===== src/sv/rpi_div_pipe.sv =====
// Pipelined restoring divider, one quotient bit per stage, with sideband payload.
// Standalone; expects num >> QUO_W to be below den.
module rpi_div_pipe #(
    parameter int NUM_W = 48,
    parameter int DEN_W = 32,
    parameter int QUO_W = 17,
    parameter int PAY_W = 1
) (
    input  logic             clk,
    input  logic             rst_n,
    input  logic             en,
    input  logic             in_valid,
    input  logic [NUM_W-1:0] num,
    input  logic [DEN_W-1:0] den,
    input  logic [PAY_W-1:0] pay_in,
    output logic             out_valid,
    output logic [QUO_W-1:0] quo,
    output logic [PAY_W-1:0] pay_out
);

    logic             valid_reg [QUO_W];
    logic [DEN_W-1:0] rem_reg   [QUO_W];
    logic [DEN_W-1:0] den_reg   [QUO_W];
    logic [QUO_W-1:0] low_reg   [QUO_W];
    logic [QUO_W-1:0] quo_reg   [QUO_W];
    logic [PAY_W-1:0] pay_reg   [QUO_W];

    genvar k;
    for (k = 0; k < QUO_W; k++)
    begin : g_stage
        logic             v_src;
        logic [DEN_W-1:0] rem_src;
        logic [DEN_W-1:0] den_src;
        logic [QUO_W-1:0] low_src;
        logic [QUO_W-1:0] quo_src;
        logic [PAY_W-1:0] pay_src;
        logic [DEN_W:0]   trial;
        logic [DEN_W:0]   diff;
        logic             ge;

        if (k == 0)
        begin : g_first
            assign v_src   = in_valid;
            assign rem_src = DEN_W'(num >> QUO_W);
            assign den_src = den;
            assign low_src = num[QUO_W-1:0];
            assign quo_src = '0;
            assign pay_src = pay_in;
        end
        else
        begin : g_next
            assign v_src   = valid_reg[k-1];
            assign rem_src = rem_reg[k-1];
            assign den_src = den_reg[k-1];
            assign low_src = low_reg[k-1];
            assign quo_src = quo_reg[k-1];
            assign pay_src = pay_reg[k-1];
        end

        assign trial = {rem_src, low_src[QUO_W-1]};
        assign diff  = trial - {1'b0, den_src};
        assign ge    = (trial >= {1'b0, den_src});

        always_ff @(posedge clk or negedge rst_n)
        begin
            if (!rst_n)
            begin
                valid_reg[k] <= 1'b0;
            end
            else if (en)
            begin
                valid_reg[k] <= v_src;
            end
        end

        always_ff @(posedge clk)
        begin
            if (en)
            begin
                rem_reg[k] <= ge ? diff[DEN_W-1:0] : trial[DEN_W-1:0];
                den_reg[k] <= den_src;
                low_reg[k] <= low_src << 1;
                quo_reg[k] <= {quo_src[QUO_W-2:0], ge};
                pay_reg[k] <= pay_src;
            end
        end
    end

    assign out_valid = valid_reg[QUO_W-1];
    assign quo       = quo_reg[QUO_W-1];
    assign pay_out   = pay_reg[QUO_W-1];

endmodule


===== config.mk =====
export PLATFORM = sky130hd
export DESIGN_NAME = rpi_div_pipe
export DESIGN_NICKNAME = d
export VERILOG_FILES = /design/src/sv/rpi_div_pipe.sv
export SDC_FILE = /design/constraint.sdc
export NUM_CORES = 2
export LEC_CHECK = 0
export BUFFER_PORTS_ARGS = -buffer_cell sky130_fd_sc_hd__clkbuf_2
export CAP_MARGIN = 10
export CORE_ASPECT_RATIO = 0.75
export CORE_UTILIZATION = 58
export CTS_CLUSTER_SIZE = 8
export DETAILED_ROUTE_END_ITERATION = 6
export PLACE_DENSITY = 0.81
export REMOVE_ABC_BUFFERS = 1
export SETUP_SLACK_MARGIN = 0.3
export SLEW_MARGIN = 10
export SYNTH_ARGS = -nofsm -noshare
export SYNTH_HDL_FRONTEND = slang
export SYNTH_SLANG_ARGS = --single-unit

===== constraint.sdc =====
create_clock -name clk -period 2.97 [get_ports clk]
set_input_delay 0.297 -clock clk [delete_from_list [all_inputs] [get_ports clk]]
set_output_delay 0.297 -clock clk [all_outputs]
set_load 0.05 [all_outputs]

==> flow_results.org <==
** Floorplan
- Initial Util :: 58.8%
- The die is 417 um wide.
- 104 I/O pins were placed.
- Area inside the core boundary :: 127000 um2
- Rows :: 113
- The die covers 131000 um2.
- The die is 313 um tall.

** CTS
- Counting along the longest clock path gives a buffer depth of 3.
- Worst skew pair latency :: 0.86 ns
- Reg clk slew, reported paths :: 0.06 ns
- The cell sitting at the root of the clock tree is a clkbuf_16.
- Clock tree synthesis found a total of 1347 sinks.
- Level count of the clock H-tree :: 4
- Total clock buffers created by CTS :: 186
- TritonCTS built the clock tree.

** Cells and area
- In the final design database the tool counted 9382 nets.
- Summing all flip-flop and latch instances after layout gives 40400 um2.
- The filler cells instantiated in the layout total 5785.
- With fillers left out, the area of the finished cells amounts to 106000 um2.
- The post-route netlist has 38.3% of its cells at a drive strength greater than 1.
- Excluding fillers, the count of instances in the completed layout stands at 10400.
- Synth-to-layout area growth :: 41.6%
- Final core utilization :: 83.3%
- Multi-input gate area :: 37300 um2

** Synth
- After synthesis, the cell types taking the most area are edfxtp_1 (53%), ha_1 (9.1%), a21oi_1 (3.7%).
- Top cell type's share of synthesized area :: 53.4%
- Of all flip-flops after synthesis, the portion carrying an async set or reset was 1.26%.
- The synthesized design contains 1347 register bits.
- Leading post-synthesis cells by instance count :: edfxtp_1 (1330), inv_1 (701), a21oi_1 (549)
- By instance count, the leading cell after synthesis is edfxtp_1.
- The cell area that synthesis handed to floorplanning was 74800 um2.
- Yosys top cell by area :: edfxtp_1
- For this run, the register share of the synthesized area comes to 53.9%.
- Top FF cell, synth :: edfxtp_1
- Synthesis handed over a netlist of 6586 instances.
- Post-Synthesis Mean Instance Area :: 11.4 um2
- For this run, the number of Yosys warnings is 0.
- The netlist uses 94 different library cells.
- The synthesized design contains 1330 enable-type register cells.

** STA
- Maximum clock frequency :: 265 MHz
- The max-slew violation count came to 0.
- Setup slack after layout :: -0.800 ns
- Final Hold Fails :: 0
- Clock period minus final worst setup slack :: 3.77 ns
- After layout, the worst path uses 127% of the clock period.
- Slew of the pin with the lowest slew margin :: 0.812 ns
- # setup viols final :: 525
- WHS :: 0.0489 ns
- Across the routed clock network, the largest skew measured is 0.0532 ns.
- Adding up every negative setup slack in the final design gives -217.43 ns.
- In this run the tightest slew margin relative to its limit is 44.4%.
- RSZ-0062 raised after global routing :: true

** Setup path
- CP Cell Sequence :: inv_1, ha_4, nor2b_4, o21ai_2, a21o_1, a21o_1, o31a_1, a31oi_2, buf_4, nand4_1, o31a_4, buf_6, buf_16, nand2_4, o21ai_2, buf_4
- In this run the register-to-register setup slack is -0.80 ns.
- In this run the critical register-to-register path is launched from den_reg[0][289]$_DFFE_PP_.
- Worst reg2reg path depth :: 16
- Reg2reg end :: rem_reg[0][331]$_DFFE_PP_
- The most critical setup path has its startpoint at den_reg[0][289]$_DFFE_PP_.
- Crit path capture type :: register
- Critical path data arrival time :: 4.37 ns
- Cell with the largest stage delay on the worst path :: edfxtp_1
- Required time at the worst-slack endpoint :: 3.57 ns
- The most critical setup path has its endpoint at rem_reg[0][331]$_DFFE_PP_.
- Critical path type :: reg2reg
- Biggest cell delay along the critical path :: 0.39 ns
- Critical path fanouts, max :: 7
- The worst setup path is launched from a register.

** Power and ir drop
- Dividing total power by cell area gives a power density of 1240 nW/um2.
- VDD sags by at most 0.738 mV.
- The analysis attributes to cell leakage a power of 46.0 nW.
- Total power for the finished layout comes to 132 mW.

** Hold path
- The worst hold path begins at den[1].
- Worst min-delay path category :: in2reg

** Flow run
- The tool flagged a number of max-cap violations equal to 0.

** Drt
- The first TritonRoute pass finished after 7 iterations.
- Post-DR wirelength/cell :: 27.2 um
- Total DRC errors in the routed layout :: 7
- Via density :: 6.60
- Detailed Route WL :: 284 mm
- The first routing iteration left 11000 violations.
- Count of vias placed by the detailed router :: 68900
- In this run the remaining antenna-violating nets after routing total 0.

** GRT
- Number of global-route vias before repair :: 63600
- The number of antenna violations at the first check in global routing was 12.
- Entering global routing, the biggest net connects 106 pins.
- GRT Overall Usage :: 37.1%
- Total grt overflow :: 0
- The first global-routing pass estimated 372 mm of wire.

** Placed design
- Routability cong. :: 0.991
- Post-place setup slack :: -0.776 ns
- Counting tap cells, the placed design contains a total of 9658 instances.
- In this run the tool buffered the top-level ports with 103 buffer cells.
- The HPWL after detailed placement is 157 mm.
- Once placement finished, the instance area stood at 88300 um2.

** Run status
- Failing checks :: design-rule violations, negative setup slack
- Run status :: finished, violations left
==> metal layers <==
metal | GRT usage, % | part of all wire (%) | up-vias
met5 | 0.541 | 0.066 | -
met4 | 12.5 | 6.2 | 16
met3 | 10.9 | 15 | 1704
met2 | 55.4 | 43 | 6192
met1 | 51.7 | 36 | 32500
li1 | - | - | 28500
==> cell type report <==
cell class	count	share of cell area, %
Inverter	702	2.52
Sequential cell	1347	38.1
Antenna cell	8	0.0189
Clock buffer	201	4.47
Clock inverter	16	0.287
Timing Repair inverter	1	0.00708
Tap cell	1667	1.97
Timing Repair Buffer	2102	17.5
Multi-Input combinational cell	4397	35.2
==> worst min path at each step <==
stage                                    end  slack [ns]  cells past startpoint
2_1_floorplan  g_stage[10].v_src$_DFFE_PN0P_       0.001                      0
5_1_grt              den_reg[0][1]$_DFFE_PP_        0.06                      3
3_5_place_dp    g_stage[1].v_src$_DFFE_PN0P_        0.26                      1
3_3_place_gp    g_stage[1].v_src$_DFFE_PN0P_        0.23                      1
6_report             den_reg[0][1]$_DFFE_PP_        0.05                      3
4_1_cts              rem_reg[0][1]$_DFFE_PP_        0.02                      4
==> timing repair <==
item                                   4_1_cts  5_1_grt
setup buffers                              238      169
resized for setup                         1136      657
endpoints found under the hold margin      162        2
pin swaps                                  326      299
hold buffers                                85        2
gates cloned                                47       19
setup endpoints to repair                  496      529
==> layout by cell type, fill, tap and decap left out, types with 28 or more instances in the layout <==
| cell | count |
|---|---|
| o21a_1 | 77 |
| clkbuf_16 | 204 |
| a21oi_1 | 405 |
| buf_16 | 39 |
| xor2_1 | 157 |
| o21ai_0 | 189 |
| ha_1 | 445 |
| a21oi_2 | 127 |
| buf_6 | 141 |
| inv_1 | 655 |
| o211ai_1 | 28 |
| nand4_1 | 89 |
| edfxtp_1 | 1330 |
| buf_12 | 73 |
| mux2_4 | 123 |
| nand2b_1 | 62 |
| o21bai_1 | 75 |
| nor3_1 | 82 |
| buf_4 | 1609 |
| a21o_1 | 248 |
| clkbuf_2 | 102 |
| inv_2 | 41 |
| buf_8 | 36 |
| o21ai_4 | 39 |
| and3_1 | 56 |
| a31oi_1 | 41 |
| nand2_1 | 319 |
| mux2_2 | 88 |
| nor2_1 | 288 |
| nand3_1 | 104 |
| nand2_4 | 61 |
| nor2b_1 | 44 |
| o21ai_1 | 58 |
| xnor2_1 | 254 |
| ha_4 | 86 |
| dlygate4sd3_1 | 84 |
| nor2_4 | 75 |
| nand2_2 | 61 |
| o21ai_2 | 114 |
==> critical path, delay by kind of cell (launching register included) <==
kind                       cells  cell delay [ns]
AOI/OAI and AO/OA              7             1.59
buffers and inverters          5             0.79
and+or+nand+nor                3             0.42
DFF                            1             0.39
adders and majority gates      1             0.29
==> report_power, final <==
part | total [mW] | switching [mW] | leakage (nW) | internal, mW
logic | 79.4 | 40.3 | 30.3 | 39.1
clock network | 19.7 | 8.56 | 2.45 | 11.2
registers | 32.6 | 4.55 | 13.2 | 28.1
total | 132 | 53.4 | 46.0 | 78.4
==> logic make-up after synthesis <==
family | synth area share [%]
and+or+nand+nor | 9.26
AOI/OAI and AO/OA | 14.6
adders and majority gates | 9.52
DFF | 53.9
xor gates and xnor gates | 4.95
buffers and inverters | 4.32
muxes | 3.43
Power figures use the tool's default switching activity.
