==> config.mk <==
export PLATFORM = sky130hd
export DESIGN_NAME = rpi_prep
export DESIGN_NICKNAME = d
export VERILOG_FILES = /design/src/sv/rpi_pkg.sv /design/src/sv/rpi_prep.sv
export SDC_FILE = /design/constraint.sdc
export NUM_CORES = 1
export LEC_CHECK = 0
export BUFFER_PORTS_ARGS = -buffer_cell sky130_fd_sc_hd__buf_2
export CELL_PAD_IN_SITES_DETAIL_PLACEMENT = 0
export CELL_PAD_IN_SITES_GLOBAL_PLACEMENT = 2
export CORE_MARGIN = 4
export CORE_UTILIZATION = 29
export CTS_BUF_LIST = sky130_fd_sc_hd__clkbuf_8
export CTS_CLUSTER_SIZE = 12
export DETAILED_ROUTE_END_ITERATION = 12
export PLACE_DENSITY_LB_ADDON = 0.1
export REMOVE_ABC_BUFFERS = 1
export SLEW_MARGIN = 20
export SYNTH_ARGS = -nofsm -noshare
export SYNTH_HDL_FRONTEND = slang
export SYNTH_SLANG_ARGS = --single-unit
export TNS_END_PERCENT = 30
==> constraint.sdc <==
create_clock -name clk -period 0.8 [get_ports clk]
set_clock_uncertainty 0.05 [all_clocks]
set_input_delay 0.08 -clock clk [delete_from_list [all_inputs] [get_ports clk]]
set_output_delay 0.08 -clock clk [all_outputs]
set_load 0.05 [all_outputs]
==> src/sv/rpi_pkg.sv <==
// Shared types and constants for the radar peak interpolation core.
// No dependencies; used by rpi_prep and the top level.
package rpi_pkg;

    localparam int unsigned MAX_RANGE_BINS   = 4096;
    localparam int unsigned MAX_DOPPLER_BINS = 4096;

    localparam int MAG_W = 31;
    localparam int BIN_W = 12;
    localparam int CNT_W = 13;
    localparam int RES_W = 31;

    // configuration register indexes
    localparam logic [1:0] REG_RANGE_RES   = 2'd0;
    localparam logic [1:0] REG_VEL_RES     = 2'd1;
    localparam logic [1:0] REG_RANGE_CNT   = 2'd2;
    localparam logic [1:0] REG_DOPPLER_CNT = 2'd3;

    localparam logic [16:0] Q16_ONE      = 17'h10000;
    localparam logic [32:0] Q16_ONE_HALF = 33'd98304;
    localparam logic [31:0] W_NUM        = 32'h8000_0000;
    localparam logic [30:0] SAT31        = 31'h7FFF_FFFF;

    typedef struct packed {
        logic [BIN_W-1:0]   range_bin;
        logic [BIN_W-1:0]   doppler_bin;
        logic [MAG_W-1:0]   mag_below;
        logic [MAG_W-1:0]   mag_center;
        logic [MAG_W-1:0]   mag_above;
        logic signed [31:0] amplitude_in;
        logic signed [31:0] snr_in;
        logic               last_in;
    } det_t;

    typedef struct packed {
        logic [30:0]        distance;
        logic signed [31:0] velocity;
        logic signed [31:0] amplitude_out;
        logic signed [31:0] snr_out;
        logic               distance_overflow;
        logic               velocity_overflow;
        logic               last_out;
    } res_t;

    // first stage result: ordered magnitudes and branch flags
    typedef struct packed {
        logic               peak;
        logic               lt2;
        logic               wzero;
        logic               neg;
        logic [MAG_W-1:0]   top_mag;
        logic [MAG_W-1:0]   mid_mag;
        logic [MAG_W-1:0]   low_mag;
        logic [BIN_W-1:0]   rbin;
        logic signed [13:0] sbin;
        logic signed [31:0] amp;
        logic signed [31:0] snr;
        logic               last;
    } prep_t;

endpackage

==> src/sv/rpi_prep.sv <==
// Input stage: range edge zeroing, peak test, neighbor ordering, Doppler sign.
// Depends on rpi_pkg.
module rpi_prep (
    input  logic                      clk,
    input  logic                      rst_n,
    input  logic                      en,
    input  logic                      det_valid,
    input  rpi_pkg::det_t             det,
    input  logic [rpi_pkg::CNT_W-1:0] range_bin_count,
    input  logic [rpi_pkg::CNT_W-1:0] doppler_bin_count,
    output logic                      prep_valid,
    output rpi_pkg::prep_t            prep
);

    logic                      valid_reg;
    rpi_pkg::prep_t            prep_reg;
    rpi_pkg::prep_t            prep_next;
    logic [rpi_pkg::MAG_W-1:0] lo;
    logic [rpi_pkg::MAG_W-1:0] hi;
    logic [rpi_pkg::CNT_W-1:0] rbin_up;

    assign rbin_up = {1'b0, det.range_bin} + rpi_pkg::CNT_W'(1);

    always_comb
    begin
        lo = (det.range_bin == '0) ? '0 : det.mag_below;
        hi = (rbin_up < range_bin_count) ? det.mag_above : '0;

        prep_next.peak    = !(lo > det.mag_center) && !(hi > det.mag_center)
                            && (det.mag_center != '0);
        prep_next.top_mag = det.mag_center;
        if (lo > hi)
        begin
            prep_next.mid_mag = lo;
            prep_next.low_mag = hi;
            prep_next.neg     = 1'b1;
        end
        else
        begin
            prep_next.mid_mag = hi;
            prep_next.low_mag = lo;
            prep_next.neg     = 1'b0;
        end
        // ratio below 2.0 means center < 2 * smaller neighbor
        prep_next.lt2   = {1'b0, det.mag_center} < {prep_next.low_mag, 1'b0};
        // ratio at or above 2^17 (or zero neighbor): the weight comes out zero
        prep_next.wzero = {17'b0, det.mag_center[30:17]} >= prep_next.low_mag;

        if (det.doppler_bin >= doppler_bin_count[12:1])
        begin
            prep_next.sbin = $signed({2'b00, det.doppler_bin})
                           - $signed({1'b0, doppler_bin_count});
        end
        else
        begin
            prep_next.sbin = $signed({2'b00, det.doppler_bin});
        end
        prep_next.rbin = det.range_bin;
        prep_next.amp  = det.amplitude_in;
        prep_next.snr  = det.snr_in;
        prep_next.last = det.last_in;
    end

    always_ff @(posedge clk or negedge rst_n)
    begin
        if (!rst_n)
        begin
            valid_reg <= 1'b0;
        end
        else if (en)
        begin
            valid_reg <= det_valid;
        end
    end

    always_ff @(posedge clk)
    begin
        if (en)
        begin
            prep_reg <= prep_next;
        end
    end

    assign prep_valid = valid_reg;
    assign prep       = prep_reg;

endmodule

==> out/summary.txt <==
==================================================================================
Biggest area contributors in the synthesized netlist                  edfxtp_1, ha_1, inv_1
Layout cell share with drive strength beyond 1                               0.505
Number of hold-repair buffers added at the cts stage                           120
Number of warnings reported in the yosys synthesis log                           0
Max-slew violations                                                              0
Maximum clock frequency                                                    179 MHz
Proportion of netlist area held by the largest area contributor              0.482
Clock network latency to the later pin of the worst-skew pair               510 ps
Data required time of the worst path                                       1120 ps
Crit Path Class                                                       primary input to flop
HP Class                                                              primary input to flop
Die width                                                                   209 um
First-pass GRT wire length                                                71800 um
Master cell of the clock root buffer                                      clkbuf_8
Origin of the critical flop-to-flop path                              prep_valid$_DFFE_PN0P_
Initial antenna violation count                                                  7
Area enclosed by the die boundary                                       43700 um^2
Transition time of the tightest slew-check pin                              571 ps
CTS tree                                                                     built
Number of nets in the finished design                                         2324
Worst path max stage delay                                                  340 ps
Async set-or-reset flop fraction in the synthesized netlist                0.00529
Dpl hpwl                                                                  38300 um
Status                                                                finished with violations
Num CTS Buffers                                                                 17
Kind of launch point of the worst setup path                          primary input
Min-Delay Path Depth                                                             3
Clock Sink Count                                                               189
FF-to-FF setup slack                                                         10 ps
Maximum VDD drop                                                           1.21 mV
Kind of end point of the critical path                                        flop
Worst slew margin relative to its limit                                      0.615
Min-delay src                                                             det[160]
Final period demand of the worst path                                      5600 ps
Placeable core region                                                   39800 um^2
Via count of the first global-routing pass                                   12.0k
Site row count                                                                  73
Number of iterations in the first detailed-routing pass                          5
Worst reg-to-reg path cell count                                                 1
Total Routing Usage GR                                                       0.216
Static Leakage                                                          0.00983 uW
Worst-case hold path end point                                        prep[67]$_DFFE_PP_
Starting density of the core                                                 0.294
Flip-flop count of the largest register, all copies and words added            188
Layout Area Growth over Synthesis                                            76.2%
Count of final hold-check violations                                             9
Per-instance average area after synthesis                                10.9 um^2
Global-route congestion overflow total                                           0
Placed Area                                                             16900 um^2
Average detailed-routed wire length per instance                           19.5 um
Post-DRT Antenna Nets                                                            0
Setup WS post-layout                                                      -4800 ps
Terminus of the critical flop-to-flop path                            prep_valid$_DFFE_PN0P_
Mapped cell area                                                        11700 um^2
Final standard cell area without fillers                                20600 um^2
Register bit total from synthesis                                              189
Quantity of I/O buffers inserted on ports                                      400
Routability cong.                                                            0.865
Data arrival time of the critical path                                     5920 ps
Max-cap violations                                                               0
Bufs on Longest Clock Path                                                       2
Worst-path clk slew                                                         110 ps
Residual DRC                                                                     0
Setup violators final                                                          269
CTS H-Tree Depth                                                                 4
Boundary Pins                                                                  401
Worst Hold Slack                                                          -71.0 ps
Largest fanout of any net on the critical path                                   6
Total Wirelength                                                          48600 um
Register area share after synthesis                                          0.484
Die extent in y                                                             209 um
Slowest cell on the critical path                                           nor4_4
Failing checks                                                        negative hold slack, negative setup slack
Total number of vias                                                         11.7k
Crit path top cell by count                                                 a21o_1
Drt first-iter violations                                                      446
Synth unique cells                                                              66
Post-placement worst setup slack                                          -5870 ps
Most frequent cell after synthesis                                        edfxtp_1
Post-route fraction of the period consumed by the critical path               7.00
Biggest area consumer among synthesized cells                             edfxtp_1
Dominant synthesized flop cell                                            edfxtp_1
Number of instances in the synthesized netlist                                1075
Pin count of the biggest net entering global routing                            42
RSZ-0062 raised after global routing                                           yes
Pwr dens                                                              1730 nW/um^2
Most frequent cells after synthesis                                   edfxtp_1, ha_1, inv_1
Number of vias per cell                                                       4.69
EDFF count, synth                                                              188
==================================================================================
==> repair_timing <==
action	CTS	global route
endpoints found under the setup margin	269	270
endpoints found under the hold margin	148	30
gates cloned	4	2
resized for setup	254	214
setup buffers	35	31
pin swaps	66	56
==> where the power goes <==
part	internal, uW	total [uW]	switching, uW	leakage (uW)
logic	7390	16900	9550	0.00780
registers	12200	12600	394	0.00185
clock network	2250	6210	3970	0.000184
total	21800	35700	13900	0.00983
==> worst max-delay path, delay by kind of cell <==
kind	cells	cell delay [ps]
compound gates	14	2550
simple gates	11	1380
buf+inv	7	960
fa+ha+maj	3	780
xor+xnor	1	150
==> cell type report <==
cell class / instances / area [um^2]
Sequential cell: 189 / 5670
Tap cell: 525 / 657
Clock buffer: 17 / 234
Inverter: 129 / 502
Multi-Input combinational cell: 735 / 6570
Clock inverter: 14 / 130
Timing Repair Buffer: 878 / 6870
Antenna cell: 2 / 5.00
Fill cell: 3710 / 19200
==> layer usage <==
| layer | GRT usage | up-vias | routed length [um] |
|---|---|---|---|
| li1 | - | 5696 | - |
| met3 | 0.0530 | 56 | 3010 |
| met2 | 0.361 | 374 | 23300 |
| met1 | 0.279 | 5528 | 21400 |
| met4 | 0.0603 | 8 | 938 |
| met5 | 0 | - | 59 |
==> how the worst max path moves through the flow <==
stage / cells past startpoint / from / slack (ps) / endpoint
final: 36 / det[173] / -4800 / prep[186]$_DFFE_PP_
after global routing: 36 / det[173] / -5010 / prep[186]$_DFFE_PP_
after CTS: 36 / det[174] / -4720 / prep[186]$_DFFE_PP_
after detailed placement: 37 / det[173] / -5870 / prep[186]$_DFFE_PP_
after global placement: 34 / det[172] / -5740 / prep[186]$_DFFE_PP_
after floorplan: 30 / det[173] / -5710 / prep[186]$_DFFE_PP_
==> per-stage QoR <==
stage,instances,hold WS [ps],utilization,power (uW),TNS [ps]
after floorplan,1053,-266,-,20000,-304640
after global placement,2280,-195,0.425,26000,-325610
after detailed placement,2280,-194,0.425,26000,-329970
after CTS,2463,-123,0.494,34600,-342920
after global routing,2489,-99.8,0.518,37600,-364820
final,2489,-71.0,0.518,35700,-338600
==> cell usage in the layout (no fill, tap or decap), types with 18 or more instances in the layout <==
master,Yosys,final
ha_1,161,138
buf_12,0,34
clkbuf_8,0,18
o21ai_1,2,21
buf_6,1,64
a21o_1,34,34
nand2_1,116,70
a21oi_1,48,36
o21ai_0,67,18
nand3_1,27,24
nand2_4,0,21
nand2_2,0,24
dlygate4sd3_1,0,119
buf_2,1,353
and2_1,28,26
ha_4,0,22
buf_8,0,18
edfxtp_1,188,188
o21ai_2,0,26
inv_1,128,114
nand4_1,28,28
buf_4,0,286
nor2_1,33,31
xnor2_1,20,20
==> cells by family after synthesis <==
kind of cell    after synthesis  synth area share
mux                          21            0.0205
buf+inv                     151            0.0494
compound gates              224             0.124
xor+xnor                     24            0.0179
fa+ha+maj                   164             0.175
flops                       189             0.484
simple gates                302             0.129
No activity file was read; power rests on OpenSTA's default activity.
